--- src/hdl/b64d_pkg.sv ---
`default_nettype none
package b64d_pkg;

    localparam logic [2:0] ST_OK        = 3'd0;
    localparam logic [2:0] ST_BAD_CHAR  = 3'd1;
    localparam logic [2:0] ST_AFTER_PAD = 3'd2;
    localparam logic [2:0] ST_BAD_LEN   = 3'd3;
    localparam logic [2:0] ST_PAD_BITS  = 3'd4;

    localparam logic KIND_DATA   = 1'b0;
    localparam logic KIND_STATUS = 1'b1;

    localparam logic [7:0] CH_PAD = 8'h3D;

    // one queued command: optional data word, then optional status word
    typedef struct packed {
        logic       has_byte;
        logic [7:0] data_byte;
        logic       has_status;
        logic [2:0] status;
    } b64d_entry_t;

    function automatic logic is_space(input logic [7:0] c);
        is_space = (c == 8'h20) || (c == 8'h0A) || (c == 8'h0D) ||
                   (c == 8'h09) || (c == 8'h0C) || (c == 8'h0B);
    endfunction

    // bit 6 set: not in the alphabet
    function automatic logic [6:0] sextet_of(input logic [7:0] c);
        logic [6:0] v;
        v = 7'h40;
        if (c >= 8'h41 && c <= 8'h5A) v = 7'(c - 8'h41);
        else if (c >= 8'h61 && c <= 8'h7A) v = 7'(c - 8'h61 + 8'd26);
        else if (c >= 8'h30 && c <= 8'h39) v = 7'(c - 8'h30 + 8'd52);
        else if (c == 8'h2B) v = 7'd62;
        else if (c == 8'h2F) v = 7'd63;
        sextet_of = v;
    endfunction

endpackage
`default_nettype wire

--- src/hdl/base64_stream_decoder_top.sv ---
// Streaming base64 decoder, one text character per input word.
// Input: s_axis_tdata[7:0] carries the character, s_axis_tlast marks the
// final character of a message. Whitespace is skipped, '=' is padding.
// Output: one word per decoded byte, plus one status word per message.
//   m_axis_tuser = 0: data word, m_axis_tdata[7:0] is the byte.
//   m_axis_tuser = 1: status word, m_axis_tdata[10:8] is the status
//   (0 ok, 1 bad char, 2 data after pad, 3 bad length, 4 nonzero pad bits).
//   m_axis_tlast marks the last output word caused by one input word.
// Throughput: one character per cycle while the queue is not full. A character
// that yields both a byte and the status needs two output words; the command
// queue absorbs this. The first output word of a character is written into the
// queue, then loaded into the output register.
// Stall: when the receiver holds m_axis_tready low the queue fills
// (QUEUE_DEPTH commands), then s_axis_tready drops.
// Reset: aresetn (synchronous) clears decoder state, queue and output valid.
`default_nettype none
module base64_stream_decoder_top
    import b64d_pkg::*;
#(
    parameter int QUEUE_DEPTH = 4
) (
    input  wire logic        aclk,
    input  wire logic        aresetn,
    input  wire logic        s_axis_tvalid,
    output logic             s_axis_tready,
    input  wire logic [7:0]  s_axis_tdata,   // [7:0] char_in
    input  wire logic        s_axis_tlast,   // end_of_text
    output logic             m_axis_tvalid,
    input  wire logic        m_axis_tready,
    output logic [15:0]      m_axis_tdata,   // [7:0] data_byte, [10:8] status
    output logic             m_axis_tuser,   // kind
    output logic             m_axis_tlast    // run_last
);

    logic        q_full;
    logic        push;
    b64d_entry_t push_entry;
    logic        pop;
    logic        head_valid;
    b64d_entry_t head;

    b64d_front u_front (
        .aclk        (aclk),
        .aresetn     (aresetn),
        .in_valid    (s_axis_tvalid),
        .in_ready    (s_axis_tready),
        .char_in     (s_axis_tdata),
        .end_of_text (s_axis_tlast),
        .q_full      (q_full),
        .push        (push),
        .push_entry  (push_entry)
    );

    b64d_queue #(
        .DEPTH (QUEUE_DEPTH)
    ) u_queue (
        .aclk       (aclk),
        .aresetn    (aresetn),
        .push       (push),
        .push_entry (push_entry),
        .full       (q_full),
        .pop        (pop),
        .head_valid (head_valid),
        .head       (head)
    );

    b64d_back u_back (
        .aclk       (aclk),
        .aresetn    (aresetn),
        .head_valid (head_valid),
        .head       (head),
        .pop        (pop),
        .m_valid    (m_axis_tvalid),
        .m_ready    (m_axis_tready),
        .m_data     (m_axis_tdata),
        .m_kind     (m_axis_tuser),
        .m_last     (m_axis_tlast)
    );

endmodule
`default_nettype wire

--- src/hdl/b64d_front.sv ---
`default_nettype none
module b64d_front
    import b64d_pkg::*;
(
    input  wire logic        aclk,
    input  wire logic        aresetn,
    input  wire logic        in_valid,
    output logic             in_ready,
    input  wire logic [7:0]  char_in,
    input  wire logic        end_of_text,
    input  wire logic        q_full,
    output logic             push,
    output b64d_entry_t      push_entry
);

    logic [11:0] buf_reg, buf_next;
    logic [2:0]  bcnt_reg, bcnt_next;
    logic [1:0]  dcnt_reg, dcnt_next;
    logic        pad_reg, pad_next;
    logic [2:0]  err_reg, err_next;

    logic        accept;
    logic [6:0]  sx;
    logic [3:0]  cnt;
    logic [2:0]  sh;
    logic [11:0] shifted;
    logic [11:0] mask;
    logic [2:0]  st;

    assign in_ready = !q_full;
    assign accept   = in_valid && in_ready;
    assign sx       = sextet_of(char_in);

    always_comb begin
        buf_next   = buf_reg;
        bcnt_next  = bcnt_reg;
        dcnt_next  = dcnt_reg;
        pad_next   = pad_reg;
        err_next   = err_reg;
        cnt        = {1'b0, bcnt_reg} + 4'd6;
        sh         = 3'(cnt - 4'd8);
        shifted    = '0;
        push_entry = '0;
        if (err_reg == ST_OK && !is_space(char_in)) begin
            if (char_in == CH_PAD) begin
                pad_next = 1'b1;
            end else if (pad_reg) begin
                err_next = ST_AFTER_PAD;
            end else if (sx[6]) begin
                err_next = ST_BAD_CHAR;
            end else begin
                buf_next  = {buf_reg[5:0], sx[5:0]};
                dcnt_next = dcnt_reg + 2'd1;
                if (cnt >= 4'd8) begin
                    shifted              = buf_next >> sh;
                    push_entry.has_byte  = 1'b1;
                    push_entry.data_byte = shifted[7:0];
                    bcnt_next            = sh;
                end else begin
                    bcnt_next = cnt[2:0];
                end
            end
        end
        mask = (12'd1 << bcnt_next) - 12'd1;
        st   = err_next;
        if (st == ST_OK) begin
            if (dcnt_next == 2'd1) begin
                st = ST_BAD_LEN;
            end else if (bcnt_next != 3'd0 && (buf_next & mask) != 12'd0) begin
                st = ST_PAD_BITS;
            end
        end
        push_entry.has_status = end_of_text;
        push_entry.status     = end_of_text ? st : ST_OK;
    end

    assign push = accept && (push_entry.has_byte || push_entry.has_status);

    always_ff @(posedge aclk) begin
        if (!aresetn) begin
            buf_reg  <= '0;
            bcnt_reg <= '0;
            dcnt_reg <= '0;
            pad_reg  <= 1'b0;
            err_reg  <= ST_OK;
        end else if (accept) begin
            if (end_of_text) begin
                buf_reg  <= '0;
                bcnt_reg <= '0;
                dcnt_reg <= '0;
                pad_reg  <= 1'b0;
                err_reg  <= ST_OK;
            end else begin
                buf_reg  <= buf_next;
                bcnt_reg <= bcnt_next;
                dcnt_reg <= dcnt_next;
                pad_reg  <= pad_next;
                err_reg  <= err_next;
            end
        end
    end

endmodule
`default_nettype wire

--- src/hdl/b64d_queue.sv ---
`default_nettype none
module b64d_queue
    import b64d_pkg::*;
#(
    parameter int DEPTH = 4
) (
    input  wire logic        aclk,
    input  wire logic        aresetn,
    input  wire logic        push,
    input  wire b64d_entry_t push_entry,
    output logic             full,
    input  wire logic        pop,
    output logic             head_valid,
    output b64d_entry_t      head
);

    localparam int PTR_W = (DEPTH > 1) ? $clog2(DEPTH) : 1;
    localparam int CNT_W = $clog2(DEPTH + 1);

    b64d_entry_t       entries_reg [DEPTH];
    logic [PTR_W-1:0]  wr_ptr_reg, rd_ptr_reg;
    logic [CNT_W-1:0]  count_reg;

    assign full       = (count_reg == CNT_W'(DEPTH));
    assign head_valid = (count_reg != '0);
    assign head       = entries_reg[rd_ptr_reg];

    always_ff @(posedge aclk) begin
        if (push) begin
            entries_reg[wr_ptr_reg] <= push_entry;
        end
    end

    always_ff @(posedge aclk) begin
        if (!aresetn) begin
            wr_ptr_reg <= '0;
            rd_ptr_reg <= '0;
            count_reg  <= '0;
        end else begin
            if (push) begin
                wr_ptr_reg <= (wr_ptr_reg == PTR_W'(DEPTH - 1)) ? '0 : wr_ptr_reg + PTR_W'(1);
            end
            if (pop) begin
                rd_ptr_reg <= (rd_ptr_reg == PTR_W'(DEPTH - 1)) ? '0 : rd_ptr_reg + PTR_W'(1);
            end
            if (push && !pop) begin
                count_reg <= count_reg + CNT_W'(1);
            end else if (pop && !push) begin
                count_reg <= count_reg - CNT_W'(1);
            end
        end
    end

`ifndef SYNTH
    a_no_overflow: assert property (@(posedge aclk) disable iff (!aresetn)
        full |-> !push)
        else $error("queue push while full");

    a_no_underflow: assert property (@(posedge aclk) disable iff (!aresetn)
        !head_valid |-> !pop)
        else $error("queue pop while empty");

    a_count_up: assert property (@(posedge aclk) disable iff (!aresetn)
        (push && !pop) |=> count_reg == $past(count_reg) + CNT_W'(1))
        else $error("queue count did not advance on push");
`endif

endmodule
`default_nettype wire

--- src/hdl/b64d_back.sv ---
`default_nettype none
module b64d_back
    import b64d_pkg::*;
(
    input  wire logic        aclk,
    input  wire logic        aresetn,
    input  wire logic        head_valid,
    input  wire b64d_entry_t head,
    output logic             pop,
    output logic             m_valid,
    input  wire logic        m_ready,
    output logic [15:0]      m_data,
    output logic             m_kind,
    output logic             m_last
);

    logic        valid_reg;
    logic        byte_done_reg;
    logic [7:0]  byte_reg;
    logic [2:0]  status_reg;
    logic        kind_reg;
    logic        last_reg;
    logic        load;
    logic        emit_byte;

    assign load      = head_valid && (!valid_reg || m_ready);
    assign emit_byte = head.has_byte && !byte_done_reg;
    assign pop       = load && (!emit_byte || !head.has_status);

    always_ff @(posedge aclk) begin
        if (!aresetn) begin
            valid_reg     <= 1'b0;
            byte_done_reg <= 1'b0;
        end else begin
            if (load) begin
                valid_reg     <= 1'b1;
                byte_done_reg <= emit_byte && head.has_status;
            end else if (m_ready) begin
                valid_reg <= 1'b0;
            end
        end
    end

    always_ff @(posedge aclk) begin
        if (load) begin
            if (emit_byte) begin
                byte_reg   <= head.data_byte;
                status_reg <= ST_OK;
                kind_reg   <= KIND_DATA;
                last_reg   <= !head.has_status;
            end else begin
                byte_reg   <= 8'h00;
                status_reg <= head.status;
                kind_reg   <= KIND_STATUS;
                last_reg   <= 1'b1;
            end
        end
    end

    assign m_valid = valid_reg;
    assign m_data  = {5'b0, status_reg, byte_reg};
    assign m_kind  = kind_reg;
    assign m_last  = last_reg;

endmodule
`default_nettype wire

--- config.mk ---
export PLATFORM = sky130hd
export DESIGN_NAME = base64_stream_decoder_top
export DESIGN_NICKNAME = d
export VERILOG_FILES = /design/src/hdl/b64d_pkg.sv /design/src/hdl/base64_stream_decoder_top.sv /design/src/hdl/b64d_front.sv /design/src/hdl/b64d_queue.sv /design/src/hdl/b64d_back.sv
export SDC_FILE = /design/constraint.sdc
export NUM_CORES = 1
export LEC_CHECK = 0
export BUFFER_PORTS_ARGS = -buffer_cell sky130_fd_sc_hd__buf_2
export CAP_MARGIN = 20
export CORE_ASPECT_RATIO = 0.5
export CORE_MARGIN = 2
export CORE_UTILIZATION = 55
export DETAILED_ROUTE_END_ITERATION = 8
export HOLD_SLACK_MARGIN = 0.06
export PLACE_DENSITY = 0.76
export SKIP_CTS_REPAIR_TIMING = 1
export SYNTH_ARGS = -nofsm -noshare
export SYNTH_HDL_FRONTEND = slang
export SYNTH_SLANG_ARGS = --single-unit
--- constraint.sdc ---
create_clock -name aclk -period 3.7 [get_ports aclk]
set_input_delay 0.555 -clock aclk [delete_from_list [all_inputs] [get_ports aclk]]
set_output_delay 0.555 -clock aclk [all_outputs]
set_load 0.02 [all_outputs]
==> results by group, run 1 <==
CTS
  – CTS tree: done
  – H-tree depth: 3
  – Clock latency on the worst-skew pair: ~0.35 ns
  – CTS max path bufs: 2
  – Clock Sinks: 93
  – Clk root buf: clkbuf_16
  – Clock transition at the registers of the reported paths: around 0.060 ns
  – Number of CTS-inserted buffers: 9

Cells and area
  – Register Area: roughly 2500 µm²
  – Finished Layout Cells: about 600
  – Area delta synth->final: 15.5%
  – Most common cell after layout, fill and taps aside: edfxtp_1
  – Share of cells above drive strength 1: 0.231
  – Finished Cell Area: around 5700 µm²
  – Max reg flops: 52
  – Final core utilization: 0.653
  – Area of the multi-input gates: 2200 µm²
  – Fill cell count: about 670
  – Nets: ~510
  – ANT cells: 0
  – Commonest non-fill, non-tap cells in the layout: edfxtp_1, buf_4, nand2_1

Worst setup path
  – CP Cell Sequence: buf_2 -> inv_1 -> ha_1 -> nand2_1 -> o311a_1 -> a221oi_2 -> a21oi_1 -> buf_4 -> nor3_1 -> nor2_1 -> ha_1 -> inv_1 -> nand2_1 -> a31oi_1 -> a31oi_1 -> o2111ai_1 -> o311a_1
  – Crit-path slowest cell: o311a_1
  – Crit path launch type: input pin
  – CP Class: input pin to register
  – Crit. End Element: register
  – Worst r2r src: u_front.bcnt_reg[2]$_SDFFE_PN0P_
  – Top delay family on crit path: compound AO/OA/AOI/OAI gates
  – CP Buf/Inv Count: 4
  – Critical Path RT: 3.77 ns
  – Crit path DAT: roughly 3.5 ns
  – CP Launch Point: s_axis_tdata[2]
  – Critical-path maximum fanout: 5
  – Crit-path max cell delay: approximately 0.36 ns

Power
  – Sequential Power Share: 0.431
  – Clock power frac: 0.278
  – P_int: 0.00217 W
  – Leak: about 2.2 nW
  – Combinational share of power: 0.291
  – PwrDens: 561 nW/µm²
  – Maximum vdd drop: roughly 0.40 mV
  – P_sw: 0.00101 W
  – Sw Share: 0.318

Drt
  – DRT iter0 DRCs: about 240
  – Avg Vias per Cell: 5.95
  – Vias: around 3600
  – ANT nets after route: 0
  – Residual DRC count: 0
  – DRT Pass-1 Iters: 5
  – Total length of routed wires: ~11000 µm
  – WL/cell: approximately 18 µm

STA
  – Setup violations, final: 0
  – Fmax: ~0.29 GHz
  – Slew Limit Fails: 0
  – Hold Fails Final Rpt: 0
  – Tightest Pin Transition: 0.793 ns
  – Worst-case clock skew: between 0.01 and 0.015 ns
  – Final WS setup: 0.301 ns
  – Tmin final: ~3.4 ns
  – Fin crit share: 0.919
  – RSZ-0062 raised after global routing: false
  – Slew headroom: 0.468

Hold path
  – Hold_sp: u_front.err_reg[1]$_SDFFE_PN0P_
  – Hold Crit Class: register to register

Synthesis
  – Netlist cell types: 63
  – Synth Warn #: 0
  – Post-synth EDFFs: 65
  – Commonest register cell after synthesis: edfxtp_1
  – Async set-or-reset flop fraction in the synthesized netlist: 0
  – Mean Syn Cell Area: approximately 12 µm²
  – Number of synthesized register bits: 93
  – Cell Area, Synth: between 4000 and 5000 µm²
  – Gate count after technology mapping: 423
  – Sequential area share after synthesis: 0.510

Floorplanning
  – Die X: 138 µm
  – Die ar.: approximately 9800 µm²
  – I/O pins: 33
  – Initial Util: 0.565
  – Row cnt: 24
  – Core Region: around 8700 µm²
  – Die Y-Extent: 70.9 µm

Placement
  – Buffers on Ports: 27
  – Post-Place Cells: 586
  – Post-Place Worst Slack: -0.0305 ns
  – Post-DP Area: 5390 µm²
  – Final GP Congestion: 0.910
  – DPL Wire Length: 7620 µm

Global routing
  – Initial antenna violation count: 0
  – Overall Global Routing Usage: 0.235
  – Number of global-route vias before repair: between 3000 and 4000
  – Gr ovfl total: 0
  – Largest net degree at the start of global routing: 24
  – First-pass GRT wire length: between 15000 and 20000 µm

Status
  – Status: complete, no violations

Run
  – Max Cap Violations: 0
==> through the flow <==
| stage | total power [W] | hold WS (ns) | TNS, ns |
|---|---|---|---|
| 2_1_floorplan | 0.00204 | 0.459 | 0 |
| 3_3_place_gp | 0.00228 | 0.463 | 0 |
| 3_5_place_dp | 0.00232 | 0.502 | -0.132 |
| 4_1_cts | 0.00320 | 0.509 | 0 |
| 5_1_grt | 0.00334 | 0.536 | 0 |
| 6_report | 0.00319 | 0.515 | 0 |
==> per-layer routing <==
layer,GRT usage,wire (µm),up-vias
met5,0,0,-
met4,0.0590,158,0
met3,0.0538,633,16
met2,0.405,5110,125
met1,0.305,4830,1729
li1,-,-,1710
==> layout make-up <==
type,count,area share
inverters,19,0.0125
clock inverters,6,0.00947
flip-flops and latches,93,0.442
repair buffers,70,0.0806
multi-input cells,287,0.388
clock buffers,10,0.0420
well taps,117,0.0258
==> worst min-delay path: stages, from the launching register on <==
cell and delay [ns]:
dfxtp_1 0.36, a21oi_1 0.05, nor2_1 0.07
==> final timing paths <==
check,endpoint,slack (ns),cells past startpoint
min,u_front.err_reg[1]$_SDFFE_PN0P_,0.52,2
min reg2reg,u_front.err_reg[1]$_SDFFE_PN0P_,0.52,2
max reg2reg,u_queue.entries_reg[0][2]$_DFFE_PP_,0.55,13
max,u_queue.entries_reg[0][2]$_DFFE_PP_,0.30,17
==> cell usage after synthesis, types with 3 or more instances <==
cell      instances  area, µm²
nand4_1           3       18.8
buf_2             5       25.0
clkbuf_1         12       45.0
nor3_1           11       55.1
nor4_1            4       25.0
mux2i_1          11        110
a31oi_1           8       50.1
inv_1            18       67.6
a211oi_1          7       52.6
o21ai_0          12       60.1
buf_4             7       52.6
o311a_1           3       30.0
a21o_1            5       37.5
mux4_2           15        338
and3_1           10       62.6
or3_1             4       25.0
o211ai_1          3       22.5
a22oi_1           9       67.6
nor2b_1          16        100
and2_1           17        106
a21oi_1          17       85.1
xnor2_1           3       26.3
a21boi_0          5       37.5
edfxtp_1         65       1950
o31a_1            4       35.0
nand2_1          31        116
dfxtp_1          28        561
ha_1             18        225
nand3_1           7       35.0
nor2_1           20       75.1
==> power groups by stage <==
stage	Combinational, W	Clock, W	Sequential, W
after floorplan	0.000558	0	0.00148
after global placement	0.000893	0	0.00139
after detailed placement	0.000921	0	0.00140
after CTS	0.000928	0.000899	0.00138
after global routing	0.00101	0.000934	0.00140
final	0.000926	0.000887	0.00137
==> cell families after synthesis <==
family                   synth area share
multiplexers                       0.0956
other                             0.00153
buffers and inverters              0.0455
AND/OR/NAND/NOR                     0.148
flip-flops                          0.510
XOR/XNOR                          0.00712
AO/OA/AOI/OAI                       0.142
adder cells (fa/ha/maj)            0.0498
No activity file was read; power rests on OpenSTA's default activity.
==> run 2, diff against run 1 <==
--- a/config.mk
+++ b/config.mk
@@ -12,7 +12,7 @@
 export CORE_UTILIZATION = 55
 export DETAILED_ROUTE_END_ITERATION = 8
 export HOLD_SLACK_MARGIN = 0.06
-export PLACE_DENSITY = 0.76
+export PLACE_DENSITY = 0.8
 export SKIP_CTS_REPAIR_TIMING = 1
 export SYNTH_ARGS = -nofsm -noshare
 export SYNTH_HDL_FRONTEND = slang
==> results by group, run 2 (synthesized netlist as in run 1, its figures left out) <==
Status
  – Status: complete, no violations

Cells and area
  – Area delta synth->final: 14.0%
  – Most common cell after layout, fill and taps aside: edfxtp_1
  – ANT cells: 0 (unchanged)
  – Max reg flops: 52 (unchanged)
  – Commonest non-fill, non-tap cells in the layout: edfxtp_1, buf_4, nand2_1
  – Nets: 502 (-2.0%)
  – Share of cells above drive strength 1: 0.217 (-0.0141)
  – Fill cell count: 659 (-1.3%)

Worst setup path
  – CP Cell Sequence: buf_2 -> inv_1 -> ha_1 -> nand2_1 -> o311a_1 -> a221oi_2 -> buf_4 -> a21o_1 -> nor3_1 -> nor2_1 -> ha_1 -> nor2_1 -> nand2_1 -> a21oi_1 -> o21ai_1 -> o2111ai_1 -> o311a_1
  – Critical-path maximum fanout: 7 (+2)
  – Crit path launch type: input pin
  – Critical Path RT: 3.77 ns (about the same)
  – Crit-path max cell delay: 0.36 ns (about the same)
  – Crit path DAT: 3.46 ns (about the same)
  – CP Class: input pin to register
  – CP Buf/Inv Count: 3 (-1)
  – Reg2reg setup slack: 0.61 ns (+0.06 ns)
  – Top delay family on crit path: compound AO/OA/AOI/OAI gates
  – Crit-path slowest cell: o311a_1
  – Crit. End Element: register

STA
  – Slew Limit Fails: 0 (unchanged)
  – Tightest Pin Transition: 0.864 ns (+0.0710 ns)
  – RSZ-0062 raised after global routing: false
  – Worst-case clock skew: 0.00920 ns (-0.00113 ns)
  – Setup violations, final: 0 (unchanged)
  – Fin crit share: 0.916 (-0.00282)
  – Fmax: 0.295 GHz (+0.31%)
  – Hold Fails Final Rpt: 0 (unchanged)
  – Setup tns final: 0 ns (unchanged)
  – Slew headroom: 0.417 (-0.0514)
  – Tmin final: 3.39 ns (-0.0104 ns)

Power
  – PwrDens: 567 nW/µm² (+1.2%)
  – Tot Pwr: 0.00318 W (-0.12%)
  – Combinational share of power: 0.286 (-0.005)
  – Leak: 2.13 nW (-2.3%)
  – Clock power frac: 0.278 (about the same)
  – P_sw: 0.00102 W (+0.50%)
  – Maximum vdd drop: 0.411 mV (+3.3%)
  – Sequential Power Share: 0.435 (+0.004)
  – Sw Share: 0.320 (+0.00199)
  – P_int: 0.00217 W (-0.42%)

CTS
  – Clock latency on the worst-skew pair: 0.34 ns (about the same)
  – Clock transition at the registers of the reported paths: 0.06 ns (about the same)
  – Clock Sinks: 93 (unchanged)
  – CTS tree: done
  – H-tree depth: 3 (unchanged)
  – Number of CTS-inserted buffers: 9 (unchanged)
  – Clk root buf: clkbuf_16
  – CTS max path bufs: 2 (unchanged)

Placement
  – Final GP Congestion: 0.918 (+0.95%)
  – DPL Wire Length: 7350 µm (-3.5%)
  – Buffers on Ports: 27 (unchanged)

Global routing
  – Gr ovfl total: 0 (unchanged)
  – Overall Global Routing Usage: 0.229 (-0.00590)
  – Number of global-route vias before repair: 3437 (+3.1%)
  – First-pass GRT wire length: 17000 µm (-1.6%)
  – Initial antenna violation count: 0 (unchanged)
  – Largest net degree at the start of global routing: 24 (unchanged)

Floorplanning
  – Core Region: 8710 µm² (unchanged)
  – Initial Util: 0.565 (unchanged)
  – I/O pins: 33 (unchanged)
  – Row cnt: 24 (unchanged)
  – Die Y-Extent: 70.9 µm (unchanged)
  – Die ar.: 9770 µm² (unchanged)
  – Die X: 138 µm (unchanged)

Drt
  – DRT iter0 DRCs: 284 (+20%)
  – Residual DRC count: 0 (unchanged)
  – ANT nets after route: 0 (unchanged)
  – Total length of routed wires: 10500 µm (-2.3%)
  – Vias: 3557 (-0.64%)
  – WL/cell: 17.7 µm (-0.63%)
  – DRT Pass-1 Iters: 5 (unchanged)
  – Avg Vias per Cell: 6.01 (+1.0%)

Hold path
  – Hold Crit Class: register to register

Run
  – Max Cap Violations: 0 (unchanged)
-- run 2: cell types whose count changed in the layout (fill, tap and decap cells not counted) --
cell       change
a21oi_1        -1
clkinv_4       -1
buf_4         -10
a21oi_2        +1
a2111oi_0      +1
a2111oi_1      -1
inv_6          +1
-- run 2: path summary, 6_finish.rpt --
| check | start | end | depth (start not counted) |
|---|---|---|---|
| worst min-delay path | u_back.m_valid$_SDFFE_PN0P_ | u_back.m_valid$_SDFFE_PN0P_ | 2 |
| worst min register to register | u_back.m_valid$_SDFFE_PN0P_ | u_back.m_valid$_SDFFE_PN0P_ | 2 |
| worst max-delay path | s_axis_tdata[3] | u_queue.entries_reg[0][2]$_DFFE_PP_ | 17 |
| worst max register to register | u_front.bcnt_reg[2]$_SDFFE_PN0P_ | u_queue.entries_reg[0][2]$_DFFE_PP_ | 11 |
-- run 2: per-layer routing --
layer,track usage,part of all wire
met1,0.297,0.44
met5,0,0
met2,0.380,0.48
met3,0.0559,0.058
met4,0.0816,0.025
-- run 2: through the flow --
stage | setup WS (ns) | std cells | hold slack, ns | cell area, µm² | util
final | 0.312 | 592 | 0.508 | 5610 | 0.644
after global routing | 0.0722 | 592 | 0.551 | 5610 | 0.644
after CTS | 0.280 | 592 | 0.505 | 5610 | 0.644
after detailed placement | -0.0688 | 576 | 0.497 | 5320 | 0.610
after global placement | 0.0539 | 576 | 0.461 | 5320 | 0.610
after floorplan | 0.0152 | 427 | 0.459 | 4940 | -
-- run 2: power by group through the flow --
stage                     clock (W)  sequential, W  combinational [W]
after CTS                  0.000895        0.00139           0.000910
after global routing       0.000934        0.00141           0.000993
after detailed placement          0        0.00141           0.000898
after global placement            0        0.00140           0.000869
after floorplan                   0        0.00148           0.000558
final                      0.000886        0.00139           0.000911
-- run 2: worst reg2reg max path, stage by stage, from the launching register on --
cell	delay [ns]
dfxtp_1	0.46
inv_1	0.17
ha_1	0.31
buf_4	0.21
inv_1	0.22
nor3_1	0.28
nor2_1	0.08
ha_1	0.29
nor2_1	0.16
o311a_1	0.21
a221oi_2	0.04
o311a_1	0.40
-- run 2: layout make-up --
cell class / count / area, µm² / share of cell area
repair buffers: 60 / 383 / 0.0682
multi-input cells: 287 / 2210 / 0.393
flip-flops and latches: 93 / 2510 / 0.448
clock inverters: 6 / 53.8 / 0.00959
well taps: 117 / 146 / 0.0261
inverters: 19 / 71.3 / 0.0127
clock buffers: 10 / 239 / 0.0426
==> run 3, diff against run 2 <==
==> constraint.sdc (replaced) <==
create_clock -name aclk -period 2.8 [get_ports aclk]
set_input_delay 0.42 -clock aclk [delete_from_list [all_inputs] [get_ports aclk]]
set_output_delay 0.42 -clock aclk [all_outputs]
set_load 0.02 [all_outputs]
==> results by group, run 3 (synthesized netlist as in run 1, its figures left out) <==
Status
  – Status: complete, but fails checks
  – Failing checks: negative setup slack

Global routing
  – Overall Global Routing Usage: 0.261 (+0.0316)
  – Initial antenna violation count: 0 (unchanged)
  – Largest net degree at the start of global routing: 24 (unchanged)
  – First-pass GRT wire length: 19100 µm (+13%)
  – Number of global-route vias before repair: 3833 (+12%)
  – Gr ovfl total: 0 (unchanged)

Power
  – PwrDens: 702 nW/µm² (+24%)
  – Maximum vdd drop: 0.642 mV (+56%)
  – Leak: 2.43 nW (+14%)
  – Tot Pwr: 0.00444 W (+39%)

Hold path
  – Hold path endpoint: u_back.m_valid$_SDFFE_PN0P_
  – Hold_sp: m_axis_tready
  – Hold Crit Class: input pin to register
  – Hold Crit Depth: 4 (+2)

Worst setup path
  – Worst r2r src: u_front.err_reg[2]$_SDFFE_PN0P_
  – Crit path DAT: 3.13 ns (-0.33 ns)
  – CP Class: input pin to register
  – Most used cell, CP: a31oi_1
  – Crit-path max cell delay: 0.37 ns (about the same)
  – Crit path launch type: input pin
  – Crit. End Element: register
  – Crit-path slowest cell: o311a_4
  – Depth of the most critical reg-to-reg path: 12 (+1)
  – CP Cell Sequence: buf_12 -> inv_8 -> ha_4 -> nand2_4 -> o311a_4 -> a221oi_4 -> a21oi_2 -> nor3_2 -> nor2_1 -> ha_2 -> inv_2 -> nand2_2 -> a31oi_1 -> a31oi_1 -> o2111ai_1 -> o311a_1
  – Critical Path RT: 2.87 ns (-0.90 ns)
  – Critical-path maximum fanout: 4 (-3)
  – Reg2reg setup slack: -0.23 ns (-0.84 ns)
  – R2R Path End: u_queue.entries_reg[2][2]$_DFFE_PP_
  – Top delay family on crit path: compound AO/OA/AOI/OAI gates
  – CP Buf/Inv Count: 3 (unchanged)

Floorplanning
  – Die ar.: 9770 µm² (unchanged)
  – I/O pins: 33 (unchanged)
  – Row cnt: 24 (unchanged)
  – Core Region: 8710 µm² (unchanged)
  – Initial Util: 0.565 (unchanged)
  – Die X: 138 µm (unchanged)
  – Die Y-Extent: 70.9 µm (unchanged)

Drt
  – WL/cell: 19.0 µm (+7.0%)
  – Residual DRC count: 0 (unchanged)
  – DRT Pass-1 Iters: 7 (+2)
  – ANT nets after route: 0 (unchanged)
  – Avg Vias per Cell: 6.05 (+0.61%)
  – Vias: 3875 (+8.9%)
  – DRT iter0 DRCs: 231 (-19%)
  – Total length of routed wires: 12100 µm (+16%)

CTS
  – CTS max path bufs: 2 (unchanged)
  – Number of CTS-inserted buffers: 9 (unchanged)
  – Clk root buf: clkbuf_16
  – Clock Sinks: 93 (unchanged)
  – H-tree depth: 3 (unchanged)
  – CTS tree: done
  – Clock transition at the registers of the reported paths: 0.07 ns (about the same)
  – Clock latency on the worst-skew pair: 0.34 ns (about the same)

Cells and area
  – Most common cell after layout, fill and taps aside: buf_4
  – Commonest non-fill, non-tap cells in the layout: buf_4, edfxtp_1, nand2_1
  – Share of cells above drive strength 1: 0.353 (+0.136)
  – ANT cells: 0 (unchanged)
  – Area delta synth->final: 28.5%
  – Nets: 551 (+9.8%)
  – Register Area: 2510 µm² (about the same)
  – Area of the multi-input gates: 2410 µm² (+9.1%)
  – Final core utilization: 0.726 (+0.0820)
  – Max reg flops: 52 (unchanged)
  – Fill cell count: 572 (-13%)

STA
  – Worst-case clock skew: 0.00414 ns (-0.00506 ns)
  – Slew headroom: 0.563 (+0.146)
  – Slew Limit Fails: 0 (unchanged)
  – Tmin final: just over 3 ns
  – Tightest Pin Transition: 0.648 ns (-0.216 ns)
  – RSZ-0062 raised after global routing: true
  – Hold Fails Final Rpt: 0 (unchanged)
  – Fin crit share: 1.09
  – Final WS setup: -0.262 ns (-0.574 ns)
  – Fmax: 0.327 GHz
  – Setup violations, final: 9 (+9)

Placement
  – Final GP Congestion: 0.968 (+5.4%)
  – Buffers on Ports: 27 (unchanged)
  – DPL Wire Length: 8260 µm (+12%)

Run
  – Max Cap Violations: 0 (unchanged)
## run 3: per-stage QoR
stage	setup TNS [ns]	worst slack (ns)	instances	area, µm²	hold slack (ns)
finish	-1.32	-0.262	641	6330	0.482
global route	-2.38	-0.431	641	6330	0.473
CTS	-3.86	-0.492	637	6080	0.476
detailed placement	-26.93	-0.794	621	5790	0.504
global placement	-21.82	-0.675	621	5790	0.462
floorplan	-1.10	-0.358	427	5060	0.459
## run 3: cell type report
| class | count | area share |
|---|---|---|
| multi-input combinational | 287 | 0.380 |
| clock inverter | 6 | 0.00811 |
| clock buffer | 10 | 0.0378 |
| inverter | 19 | 0.0176 |
| tap | 117 | 0.0231 |
| sequential | 93 | 0.397 |
| timing repair buffer | 109 | 0.136 |
## run 3: worst max path at each step
stage                         start                                  end  slack (ns)  depth (start not counted)
global route        s_axis_tdata[1]  u_queue.entries_reg[2][2]$_DFFE_PP_       -0.43                         16
detailed placement  s_axis_tdata[0]  u_queue.entries_reg[1][2]$_DFFE_PP_       -0.79                         16
global placement    s_axis_tdata[0]  u_queue.entries_reg[0][2]$_DFFE_PP_       -0.68                         16
floorplan           s_axis_tdata[2]    u_queue.count_reg[2]$_SDFFE_PN0P_       -0.36                         17
CTS                 s_axis_tdata[0]  u_queue.entries_reg[0][2]$_DFFE_PP_       -0.49                         16
finish              s_axis_tdata[1]  u_queue.entries_reg[2][2]$_DFFE_PP_       -0.26                         16
## run 3: power by group
part           internal, W  switching [W]  leakage (nW)  total, W
Clock             0.000639       0.000533         0.140   0.00117
Combinational     0.000654       0.000804          1.46   0.00146
Sequential         0.00171      0.0000941         0.836   0.00181
Total              0.00301        0.00143          2.43   0.00444
## run 3: metal layers
layer  track usage  routed length, µm  up-vias
met5             0                  0        -
met4         0.112                331        0
met3        0.0538                724       30
met2         0.450               6200      161
met1         0.322               4890     1889
li1              -                  -     1795
## run 3: worst reg2reg max path, cell delays in order, from the launching register on
cell	delay, ns
dfxtp_2	0.33
or3_4	0.39
a2111o_1	0.40
a21o_1	0.20
nor3_2	0.19
nor2_1	0.08
ha_2	0.32
inv_2	0.04
nand2_2	0.06
a31oi_1	0.09
a31oi_1	0.18
o2111ai_1	0.13
o311a_1	0.36
